`src/rtl/i2c_shared_register_merge_defines.svh`:
```
// Assertion macros for the shared register merge block.
// Every check is clocked on clk and held off while arst_n is low.
`ifndef I2C_SHARED_REGISTER_MERGE_DEFINES_SVH
`define I2C_SHARED_REGISTER_MERGE_DEFINES_SVH

// Check that a property holds at every edge.
`define SRM_CHECK(lbl, prop) \
	lbl: assert property (@(posedge clk) disable iff (!arst_n) prop) \
		else $error("i2c_srm: check failed");

// Check that a condition leads to a consequence at the next edge.
`define SRM_CHECK_NEXT(lbl, ante, cons) \
	lbl: assert property (@(posedge clk) disable iff (!arst_n) (ante) |=> (cons)) \
		else $error("i2c_srm: check on next edge failed");

`endif

```
`src/rtl/i2c_srm_pkg.sv`:
```
// ----------------------------------------------------------------------------
// i2c_srm_pkg
// Shared types, mode codes and the constant pointer-reduction table.
// ----------------------------------------------------------------------------
`timescale 1ns / 1ps
`default_nettype none

package i2c_srm_pkg;

	localparam int unsigned MAP_DEPTH = 32;
	localparam int unsigned PTR_W     = $clog2(MAP_DEPTH);
	localparam int unsigned BYTE_W    = 8;
	localparam int unsigned MODE_W    = 3;
	localparam int unsigned CADDR_W   = 5;

	typedef logic [MODE_W-1:0] mode_t;
	typedef logic [PTR_W-1:0]  ptr_t;
	typedef logic [BYTE_W-1:0] byte_t;
	typedef ptr_t [255:0]      mod_tab_t;

	localparam mode_t MODE_BUS_START    = 3'd0;
	localparam mode_t MODE_BUS_WRITE    = 3'd1;
	localparam mode_t MODE_BUS_READ     = 3'd2;
	localparam mode_t MODE_BUS_STOP     = 3'd3;
	localparam mode_t MODE_CPU_UPDATE   = 3'd4;
	localparam mode_t MODE_CPU_FINALIZE = 3'd5;
	localparam mode_t MODE_CPU_WRITE    = 3'd6;
	localparam mode_t MODE_CPU_READ     = 3'd7;

	localparam ptr_t LAST_IDX = ptr_t'(MAP_DEPTH - 1);

	// Byte value reduced modulo the map depth, built by counting.
	function automatic mod_tab_t build_mod_tab();
		mod_tab_t tab;
		int unsigned r;
		r = 0;
		for (int unsigned i = 0; i < 256; i++) begin
			tab[i] = ptr_t'(r);
			r = (r == MAP_DEPTH - 1) ? 0 : r + 1;
		end
		return tab;
	endfunction

	localparam mod_tab_t MOD_TAB = build_mod_tab();

	// Commands from the controller to the datapath.
	typedef struct packed {
		logic take;
		logic exec;
		logic sweep;
		logic clear;
		logic capture;
		logic load_out;
	} cmd_t;

	// Status from the datapath to the controller.
	typedef struct packed {
		mode_t op;
		logic  loaded;
		logic  idx_last;
	} sts_t;

endpackage

`default_nettype wire

```
`src/rtl/i2c_shared_register_merge.sv`:
```
// ----------------------------------------------------------------------------
// i2c_shared_register_merge
// Register map shared by an I2C bus slave and a local CPU, merged via staging.
// Input channel (in_valid/in_stall) carries one command beat: mode, data and
// cpu_address. Output channel (out_valid/out_stall) returns one beat per
// command: read_data, the byte for a bus or cpu read and zero otherwise.
// Start, write and cpu write go from execute straight to the result; reads
// capture the stored byte first. The first bus write after a start (refresh),
// bus stop, cpu update and cpu finalize sweep every store entry once, one
// entry per cycle through the single read port of each RAM; no new beat is
// taken until the result is loaded into the output register.
// After reset a clearing pass writes zero to all five stores, with in_stall
// high throughout. A new beat is taken while an earlier result waits in the
// output register; if the receiver stalls, the next result holds inside the
// block until the output register frees up.
// ----------------------------------------------------------------------------
`timescale 1ns / 1ps
`default_nettype none
`include "i2c_shared_register_merge_defines.svh"

module i2c_shared_register_merge (
	input  wire logic                             clk,
	input  wire logic                             arst_n,
	input  wire logic                             in_valid,
	output logic                                  in_stall,
	input  wire logic [i2c_srm_pkg::MODE_W-1:0]   mode,
	input  wire logic [i2c_srm_pkg::BYTE_W-1:0]   data,
	input  wire logic [i2c_srm_pkg::CADDR_W-1:0]  cpu_address,
	output logic                                  out_valid,
	input  wire logic                             out_stall,
	output logic      [i2c_srm_pkg::BYTE_W-1:0]   read_data
);

	import i2c_srm_pkg::*;

	cmd_t cmd;
	sts_t sts;

	// Sequencer: owns the handshakes and the phase of each command.
	i2c_srm_ctrl u_ctrl (
		.clk      (clk),
		.arst_n   (arst_n),
		.in_valid (in_valid),
		.in_stall (in_stall),
		.out_valid(out_valid),
		.out_stall(out_stall),
		.sts      (sts),
		.cmd      (cmd)
	);

	// Stores, pointer and result path; acts only on sequencer commands.
	i2c_srm_datapath u_dp (
		.clk        (clk),
		.arst_n     (arst_n),
		.cmd        (cmd),
		.sts        (sts),
		.mode       (mode),
		.data       (data),
		.cpu_address(cpu_address),
		.read_data  (read_data)
	);

	// Every accepted beat is executed on the very next cycle.
	`SRM_CHECK_NEXT(a_take_then_exec, cmd.take, cmd.exec)
	// Never overwrite a result the receiver has not taken.
	`SRM_CHECK(a_load_when_free, cmd.load_out |-> (!out_valid || !out_stall))
	// Commands other than reads return zero.
	`SRM_CHECK_NEXT(a_zero_for_non_read,
		cmd.load_out && sts.op != MODE_BUS_READ && sts.op != MODE_CPU_READ,
		read_data == '0)
	// A sweep stops after its last entry.
	`SRM_CHECK_NEXT(a_sweep_ends, cmd.sweep && sts.idx_last, !cmd.sweep)

endmodule

`default_nettype wire

```
`src/rtl/i2c_srm_ram.sv`:
```
// ----------------------------------------------------------------------------
// i2c_srm_ram
// Generic single-write, single-read RAM with a registered read port.
// ----------------------------------------------------------------------------
`timescale 1ns / 1ps
`default_nettype none

module i2c_srm_ram #(
	parameter int unsigned WIDTH = 8,
	parameter int unsigned DEPTH = 32
) (
	input  wire logic                     clk,
	input  wire logic                     we,
	input  wire logic [$clog2(DEPTH)-1:0] waddr,
	input  wire logic [WIDTH-1:0]         wdata,
	input  wire logic                     re,
	input  wire logic [$clog2(DEPTH)-1:0] raddr,
	output logic      [WIDTH-1:0]         rdata
);

	logic [WIDTH-1:0] mem_q [DEPTH];

	always_ff @(posedge clk) begin
		if (we) begin
			mem_q[waddr] <= wdata;
		end
		if (re) begin
			rdata <= mem_q[raddr];
		end
	end

endmodule

`default_nettype wire

```
`src/rtl/i2c_srm_ctrl.sv`:
```
// ----------------------------------------------------------------------------
// i2c_srm_ctrl
// Sequencer: clearing pass, item intake, execute, sweep and result hand-off.
// ----------------------------------------------------------------------------
`timescale 1ns / 1ps
`default_nettype none

module i2c_srm_ctrl (
	input  wire logic              clk,
	input  wire logic              arst_n,
	input  wire logic              in_valid,
	output logic                   in_stall,
	output logic                   out_valid,
	input  wire logic              out_stall,
	input  wire i2c_srm_pkg::sts_t sts,
	output i2c_srm_pkg::cmd_t      cmd
);

	import i2c_srm_pkg::*;

	localparam logic [2:0] S_CLEAR  = 3'd0;
	localparam logic [2:0] S_IDLE   = 3'd1;
	localparam logic [2:0] S_EXEC   = 3'd2;
	localparam logic [2:0] S_RDWAIT = 3'd3;
	localparam logic [2:0] S_SWEEP  = 3'd4;
	localparam logic [2:0] S_FINISH = 3'd5;

	logic [2:0] state_q;
	logic [2:0] state_d;
	logic       out_valid_q;
	logic       need_sweep;
	logic       need_read;

	assign need_sweep = (sts.op == MODE_BUS_WRITE && !sts.loaded) ||
		sts.op == MODE_BUS_STOP || sts.op == MODE_CPU_UPDATE ||
		sts.op == MODE_CPU_FINALIZE;
	assign need_read = sts.op == MODE_BUS_READ || sts.op == MODE_CPU_READ;

	always_comb begin
		cmd     = '0;
		state_d = state_q;
		unique case (state_q)
			S_CLEAR: begin
				cmd.clear = 1'b1;
				if (sts.idx_last) begin
					state_d = S_IDLE;
				end
			end
			S_IDLE: begin
				if (in_valid) begin
					cmd.take = 1'b1;
					state_d  = S_EXEC;
				end
			end
			S_EXEC: begin
				cmd.exec = 1'b1;
				priority if (need_sweep) begin
					state_d = S_SWEEP;
				end else if (need_read) begin
					state_d = S_RDWAIT;
				end else begin
					state_d = S_FINISH;
				end
			end
			S_RDWAIT: begin
				cmd.capture = 1'b1;
				state_d     = S_FINISH;
			end
			S_SWEEP: begin
				cmd.sweep = 1'b1;
				if (sts.idx_last) begin
					state_d = S_FINISH;
				end
			end
			S_FINISH: begin
				if (!out_valid_q || !out_stall) begin
					cmd.load_out = 1'b1;
					state_d      = S_IDLE;
				end
			end
			default: begin
				state_d = S_IDLE;
			end
		endcase
	end

	always_ff @(posedge clk or negedge arst_n) begin
		if (!arst_n) begin
			state_q     <= S_CLEAR;
			out_valid_q <= 1'b0;
		end else begin
			state_q <= state_d;
			if (cmd.load_out) begin
				out_valid_q <= 1'b1;
			end else if (!out_stall) begin
				out_valid_q <= 1'b0;
			end
		end
	end

	assign in_stall  = state_q != S_IDLE;
	assign out_valid = out_valid_q;

endmodule

`default_nettype wire

```
`src/rtl/i2c_srm_datapath.sv`:
```
// ----------------------------------------------------------------------------
// i2c_srm_datapath
// The five byte stores, byte pointer, sweep index and result registers.
// ----------------------------------------------------------------------------
`timescale 1ns / 1ps
`default_nettype none

module i2c_srm_datapath (
	input  wire logic                             clk,
	input  wire logic                             arst_n,
	input  wire i2c_srm_pkg::cmd_t                cmd,
	output i2c_srm_pkg::sts_t                     sts,
	input  wire i2c_srm_pkg::mode_t               mode,
	input  wire logic [i2c_srm_pkg::BYTE_W-1:0]   data,
	input  wire logic [i2c_srm_pkg::CADDR_W-1:0]  cpu_address,
	output logic      [i2c_srm_pkg::BYTE_W-1:0]   read_data
);

	import i2c_srm_pkg::*;

	mode_t op_q;
	byte_t data_q;
	ptr_t  addr_q;
	ptr_t  ptr_q;
	logic  loaded_q;
	ptr_t  idx_q;
	ptr_t  idx_s1;
	logic  wr_s1;
	byte_t result_q;
	byte_t read_data_q;
	ptr_t  ptr_next;

	logic  refresh_bus, merge_bus, refresh_cpu, merge_cpu;

	logic  bc_we, bs_we, st_we, cc_we, cs_we;
	logic  bc_re, bs_re, st_re, cc_re, cs_re;
	ptr_t  bc_wa, bc_ra, sw_wa, cc_wa, cc_ra;
	byte_t bc_wd, bs_wd, st_wd, cc_wd, cs_wd;
	byte_t bc_rd, bs_rd, st_rd, cc_rd, cs_rd;

	assign refresh_bus = op_q == MODE_BUS_WRITE;
	assign merge_bus   = op_q == MODE_BUS_STOP;
	assign refresh_cpu = op_q == MODE_CPU_UPDATE;
	assign merge_cpu   = op_q == MODE_CPU_FINALIZE;
	assign ptr_next    = (ptr_q == LAST_IDX) ? '0 : ptr_q + ptr_t'(1);

	// Sweep-side write address: clearing pass or write stage.
	assign sw_wa = cmd.clear ? idx_q : idx_s1;

	always_comb begin
		// bus working copy
		bc_we = 1'b0;
		bc_wa = ptr_q;
		bc_wd = data_q;
		priority if (cmd.clear) begin
			bc_we = 1'b1;
			bc_wa = idx_q;
			bc_wd = '0;
		end else if (wr_s1 && refresh_bus) begin
			bc_we = 1'b1;
			bc_wa = idx_s1;
			bc_wd = st_rd;
		end else if (cmd.exec && op_q == MODE_BUS_WRITE && loaded_q) begin
			bc_we = 1'b1;
		end
		bc_re = (cmd.exec && op_q == MODE_BUS_READ) || (cmd.sweep && merge_bus);
		bc_ra = cmd.sweep ? idx_q : ptr_q;

		// bus snapshot
		bs_we = cmd.clear || (wr_s1 && (refresh_bus || merge_bus));
		bs_wd = cmd.clear ? '0 : (refresh_bus ? st_rd : bc_rd);
		bs_re = cmd.sweep && merge_bus;

		// staging: written by a merge only where the copy moved off its snapshot
		st_we = cmd.clear || (wr_s1 && merge_bus && bc_rd != bs_rd) ||
			(wr_s1 && merge_cpu && cc_rd != cs_rd);
		st_wd = cmd.clear ? '0 : (merge_bus ? bc_rd : cc_rd);
		st_re = cmd.sweep && (refresh_bus || refresh_cpu);

		// cpu working copy
		cc_we = 1'b0;
		cc_wa = addr_q;
		cc_wd = data_q;
		priority if (cmd.clear) begin
			cc_we = 1'b1;
			cc_wa = idx_q;
			cc_wd = '0;
		end else if (wr_s1 && refresh_cpu) begin
			cc_we = 1'b1;
			cc_wa = idx_s1;
			cc_wd = st_rd;
		end else if (cmd.exec && op_q == MODE_CPU_WRITE) begin
			cc_we = 1'b1;
		end
		cc_re = (cmd.exec && op_q == MODE_CPU_READ) || (cmd.sweep && merge_cpu);
		cc_ra = cmd.sweep ? idx_q : addr_q;

		// cpu snapshot
		cs_we = cmd.clear || (wr_s1 && (refresh_cpu || merge_cpu));
		cs_wd = cmd.clear ? '0 : (refresh_cpu ? st_rd : cc_rd);
		cs_re = cmd.sweep && merge_cpu;
	end

	i2c_srm_ram #(.WIDTH(BYTE_W), .DEPTH(MAP_DEPTH)) u_bus_copy (
		.clk(clk), .we(bc_we), .waddr(bc_wa), .wdata(bc_wd),
		.re(bc_re), .raddr(bc_ra), .rdata(bc_rd)
	);

	i2c_srm_ram #(.WIDTH(BYTE_W), .DEPTH(MAP_DEPTH)) u_bus_snap (
		.clk(clk), .we(bs_we), .waddr(sw_wa), .wdata(bs_wd),
		.re(bs_re), .raddr(idx_q), .rdata(bs_rd)
	);

	i2c_srm_ram #(.WIDTH(BYTE_W), .DEPTH(MAP_DEPTH)) u_staging (
		.clk(clk), .we(st_we), .waddr(sw_wa), .wdata(st_wd),
		.re(st_re), .raddr(idx_q), .rdata(st_rd)
	);

	i2c_srm_ram #(.WIDTH(BYTE_W), .DEPTH(MAP_DEPTH)) u_cpu_copy (
		.clk(clk), .we(cc_we), .waddr(cc_wa), .wdata(cc_wd),
		.re(cc_re), .raddr(cc_ra), .rdata(cc_rd)
	);

	i2c_srm_ram #(.WIDTH(BYTE_W), .DEPTH(MAP_DEPTH)) u_cpu_snap (
		.clk(clk), .we(cs_we), .waddr(sw_wa), .wdata(cs_wd),
		.re(cs_re), .raddr(idx_q), .rdata(cs_rd)
	);

	// Control registers.
	always_ff @(posedge clk or negedge arst_n) begin
		if (!arst_n) begin
			ptr_q    <= '0;
			loaded_q <= 1'b0;
			idx_q    <= '0;
			wr_s1    <= 1'b0;
			op_q     <= MODE_BUS_START;
		end else begin
			wr_s1 <= cmd.sweep;
			if (cmd.take) begin
				op_q <= mode;
			end
			if (cmd.sweep || cmd.clear) begin
				idx_q <= (idx_q == LAST_IDX) ? '0 : idx_q + ptr_t'(1);
			end
			if (cmd.exec) begin
				unique case (op_q)
					MODE_BUS_START: begin
						loaded_q <= 1'b0;
					end
					MODE_BUS_WRITE: begin
						if (!loaded_q) begin
							ptr_q    <= MOD_TAB[data_q];
							loaded_q <= 1'b1;
						end else begin
							ptr_q <= ptr_next;
						end
					end
					MODE_BUS_READ: begin
						ptr_q <= ptr_next;
					end
					default: begin
					end
				endcase
			end
		end
	end

	// Payload registers.
	always_ff @(posedge clk) begin
		if (cmd.take) begin
			data_q <= data;
			addr_q <= MOD_TAB[{{(8 - CADDR_W){1'b0}}, cpu_address}];
		end
		if (cmd.sweep) begin
			idx_s1 <= idx_q;
		end
		if (cmd.exec) begin
			result_q <= '0;
		end else if (cmd.capture) begin
			result_q <= (op_q == MODE_BUS_READ) ? bc_rd : cc_rd;
		end
		if (cmd.load_out) begin
			read_data_q <= result_q;
		end
	end

	assign sts.op       = op_q;
	assign sts.loaded   = loaded_q;
	assign sts.idx_last = idx_q == LAST_IDX;
	assign read_data    = read_data_q;

endmodule

`default_nettype wire
```
`config.mk`:
```
export PLATFORM = sky130hd
export DESIGN_NAME = i2c_shared_register_merge
export DESIGN_NICKNAME = d
export VERILOG_FILES = /design/src/rtl/i2c_srm_pkg.sv /design/src/rtl/i2c_shared_register_merge.sv /design/src/rtl/i2c_srm_ram.sv /design/src/rtl/i2c_srm_ctrl.sv /design/src/rtl/i2c_srm_datapath.sv
export VERILOG_INCLUDE_DIRS = /design/src /design/src/rtl
export SDC_FILE = /design/constraint.sdc
export NUM_CORES = 2
export LEC_CHECK = 0
export ABC_AREA = 1
export BUFFER_PORTS_ARGS = -buffer_cell sky130_fd_sc_hd__clkbuf_2
export CAP_MARGIN = 30
export CORE_ASPECT_RATIO = 1.75
export CORE_MARGIN = 1.5
export CORE_UTILIZATION = 30
export CTS_BUF_LIST = sky130_fd_sc_hd__clkbuf_8
export CTS_CLUSTER_SIZE = 10
export DETAILED_ROUTE_END_ITERATION = 10
export MAX_ROUTING_LAYER = met4
export PLACE_DENSITY = 0.46
export SLEW_MARGIN = 40
export SYNTH_ARGS = -nofsm -noshare
export SYNTH_HDL_FRONTEND = slang
export SYNTH_HIERARCHICAL = 1
export SYNTH_SLANG_ARGS = --single-unit
```
`constraint.sdc`:
```
create_clock -name clk -period 3.2 [get_ports clk]
set_input_delay 0.32 -clock clk [delete_from_list [all_inputs] [get_ports clk]]
set_output_delay 0.32 -clock clk [all_outputs]
set_load 0.03 [all_outputs]
```
==> flow_summary.yaml <==
floorplan:
  initial_core_util: 0.302
  die_width_um: 335
  design.die.area_um2: 196000
  number_of_placed_i_o_pins: 30
  placeable_core_region_um2: 192000
  rows: 213
  fp.dieH_um: 584
drt:
  detailroute.via_count: 37831
  route.detailed.wl_per_inst_um: 20.8
  drt-vias-per-instance: 4.66
  detail_route.first_pass.iterations: 6
  drt.antenna.violating_nets: 0
  finalWirelength_mm: 169
  detail_route.iter0.violations: 2500
  drc: 0
pwr:
  peakVddDrop_v: 0.000807
  power.share.switching: 0.410
  p_sw_w: 0.0267
  power_leakage_nw: 24.8
  pwr_density_cell_nw_per_um2: 979
  power_share_of_the_clock_group: 0.219
  p_comb_frac: 0.394
  relative_contribution_of_sequential_cells_to_total_power: 0.387
  p_int_w: 0.0384
clocking:
  ctsLongestPathBuffers: 4
  cts_inserted_buffers: 202
  tritoncts: "done"
  clock-root-buffer: "clkbuf_8"
  clk-insertion-delay-late_ps: 930
  cts.htree.levels: 4
  cts_sinks: 1378
  worst_setup_hold_path_clk_slew_ps: 80
place:
  routabilityCongestion: 0.900
  detailed_place_hpwl_mm: 109
  detailedPlace.worstSlack_ps: 87.8
  place.port_buffers: 29
synthesis:
  synth_seq_cells: 1378
  synthDistinctLibCells: 36
  synth_area_um2: 57900
  postSynthCellCount: 5109
  yosysSeqAreaShare: 0.710
  synth.net_count: 5133
  synth_warnings: 6
  syn_avg_cell_area_um2: 11.3
grt:
  grt_max_degree: 132
  gr-usage-all-layers: 0.176
  grt_first_pass_wirelength_mm: 250
  grt_pass1_vias: 38451
  number_of_antenna_violations_at_the_first_check_in_global_routing: 1
  globalRoute.totalOverflow: 0
finish:
  drive_above_1_share: 0.124
  postLayoutCoreUtil: 0.346
  layout.nets: 5408
  layout_common_cells: "nand2_1, edfxtp_1, nand3_1"
  area.growth.synth_to_final_pct: 14.9
  layout_commonest_cell: "nand2_1"
  multi_input_comb_area_um2: 14700
  regArea_um2: 41200
  fillerInstances: 19201
sta:
  final_max_slew_viol_count: 0
  rsz_0062_raised_after_global_routing: "true"
  finalWorstPathRequiredPeriod_ps: 3110
  timing.fmax_mhz: 322
  finalClockSkew_ps: 72.2
  final_min_period_over_clock_period: 0.972
  worst_pin_slew_ps: 839
  final-setup-viol-count: 0
  timing.hold.ws_ps: 88.4
  slew_headroom: 0.441
  timing.final.hold_violations: 0
  timing.final.ws_setup_ps: 89.9
  final_tns_setup_ps: 0
setup_path:
  critical_path_required_ps: 3800
  critical_path.max_stage_delay_ps: 660
  critical_path_arrival_ps: 3710
  crit_chain: "inv_2 -> nand3_1 -> inv_2 -> nand2_4 -> nand2_2 -> inv_2 -> o21ai_0 -> nand3_1 -> nor2_1 -> buf_4"
  crit_top_cell: "inv_2"
  critPathSlowestCell: "nand3_1"
  critical_path.max_fanout: 9
  critical_path_sink_type: "register"
  path_class: "reg -> reg"
  crit_path_start_kind: "register"
run:
  drv_cap: 0
status:
  run_status: "complete, no violations"
hold_path:
  min_path_type: "in -> async"
## state kept, by name, indices dropped and copies added, names as in the netlist, 8 cells and up, named ones only
name                   cells
u_dp/result_q              8
u_dp/u_staging/rdata       8
u_dp/data_q                8
u_dp/u_staging/mem_q     256
u_dp/u_cpu_snap/mem_q    256
u_dp/u_bus_copy/rdata      8
u_dp/u_bus_snap/rdata      8
u_dp/u_cpu_copy/mem_q    256
u_dp/read_data             8
u_dp/u_bus_snap/mem_q    256
u_dp/u_bus_copy/mem_q    256
u_dp/u_cpu_copy/rdata      8
u_dp/u_cpu_snap/rdata      8
## power groups by stage
stage,logic (W),clock network (W),registers [W]
after floorplan,0.0153,0,0.0254
after global placement,0.0255,0,0.0256
after detailed placement,0.0261,0,0.0256
after CTS,0.0262,0.0148,0.0252
after global routing,0.0281,0.0154,0.0253
final,0.0257,0.0143,0.0252
## what timing repair did
item / 4_1_cts / 5_1_grt
setup endpoints to repair: 0 / 95
endpoints found under the hold margin: 43 / 0
hold buffers: 20 / 0
setup buffers: 0 / 0
resized for setup: 0 / 2
## worst paths after layout
kind                       cells after the start  slack (ps)                                    end                     startpoint
min in group clk                               2         200               u_dp/addr_q[4]$_DFFE_PP_                 cpu_address[4]
setup / recovery                              10          90  u_dp/u_bus_snap/mem_q[6][4]$_DFFE_PP_       u_dp/op_q[2]$_DFFE_PN0P_
max in group asynchronous                      3        2750              u_dp/idx_q[2]$_DFFE_PN0P_                         arst_n
hold / removal                                 3          90              u_dp/idx_q[1]$_DFFE_PN0P_                         arst_n
setup reg to reg                              10          90  u_dp/u_bus_snap/mem_q[6][4]$_DFFE_PP_       u_dp/op_q[2]$_DFFE_PN0P_
hold reg to reg                                0         420            u_dp/read_data[6]$_DFFE_PP_  u_dp/result_q[6]$_SDFFE_PP0P_
## cells in the mapped netlist
library cell / count / area [um2]
a21oi_4: 1 / 16.3
edfxtp_1: 1346 / 40400
a31oi_1: 3 / 18.8
inv_2: 19 / 71.3
o211ai_1: 8 / 60.1
o21ai_2: 1 / 8.76
nor2_1: 228 / 856
xor2_1: 2 / 17.5
o22ai_1: 17 / 106
buf_6: 120 / 1350
inv_1: 94 / 353
a21oi_1: 10 / 50.1
o41ai_1: 1 / 8.76
buf_1: 10 / 37.5
dfxtp_1: 13 / 260
nor2_4: 1 / 11.3
a211oi_1: 4 / 30.0
nand4_1: 4 / 25.0
nor2_2: 1 / 6.26
o32ai_1: 1 / 8.76
nand3_2: 3 / 30.0
nand2_1: 1934 / 7260
clkbuf_8: 1 / 13.8
xnor2_1: 13 / 114
buf_2: 79 / 395
buf_4: 21 / 158
nand2_2: 3 / 18.8
nor3_1: 2 / 10.0
o21ai_1: 1 / 5.00
ha_1: 4 / 50.1
nand3_1: 1050 / 5260
o21ai_0: 44 / 220
nand2_4: 3 / 33.8
nor3_4: 1 / 16.3
dfrtp_1: 19 / 475
clkbuf_1: 47 / 176
## cell families (layout without fill, tap and decap cells)
kind of cell,after synthesis,in the layout,synth area share
adders and majority gates,4,4,0.000864
and+or+nand+nor,3230,3230,0.233
xor gates and xnor gates,15,15,0.00227
buffers and inverters,391,826,0.0441
DFF,1378,1378,0.710
AOI/OAI and AO/OA,91,91,0.00920
other,0,1,0
## layer usage
metal / routed length, um / global-route usage / share of wire
met5: 0 / - / 0
met4: 8410 / 0.0827 / 0.050
met3: 5850 / 0.0205 / 0.035
met2: 91200 / 0.322 / 0.54
met1: 63800 / 0.188 / 0.38
## metrics by stage
stage          power, W  instance area, um2  cells
4_1_cts          0.0662               66600   8124
3_3_place_gp     0.0511               62100   7723
2_1_floorplan    0.0407               57900   5109
5_1_grt          0.0688               66600   8125
6_report         0.0652               66600   8125
3_5_place_dp     0.0517               62400   7740
## worst max-delay path, delay by kind of cell (launching register included)
family / cells / cell delay [ps]
AO/OA/AOI/OAI: 1 / 300
AND/OR/NAND/NOR: 5 / 1320
buffers and inverters: 4 / 650
flip-flops: 1 / 490
## final cells by class
type,count,share of cell area
clock buffers,217,0.0449
flip-flops and latches,1378,0.618
diodes,1,0.0000376
repair buffers,349,0.0461
clock inverters,147,0.0149
well taps,2580,0.0485
multi-input cells,3340,0.221
inverters,113,0.00647
(Power assumes the default switching activity.)
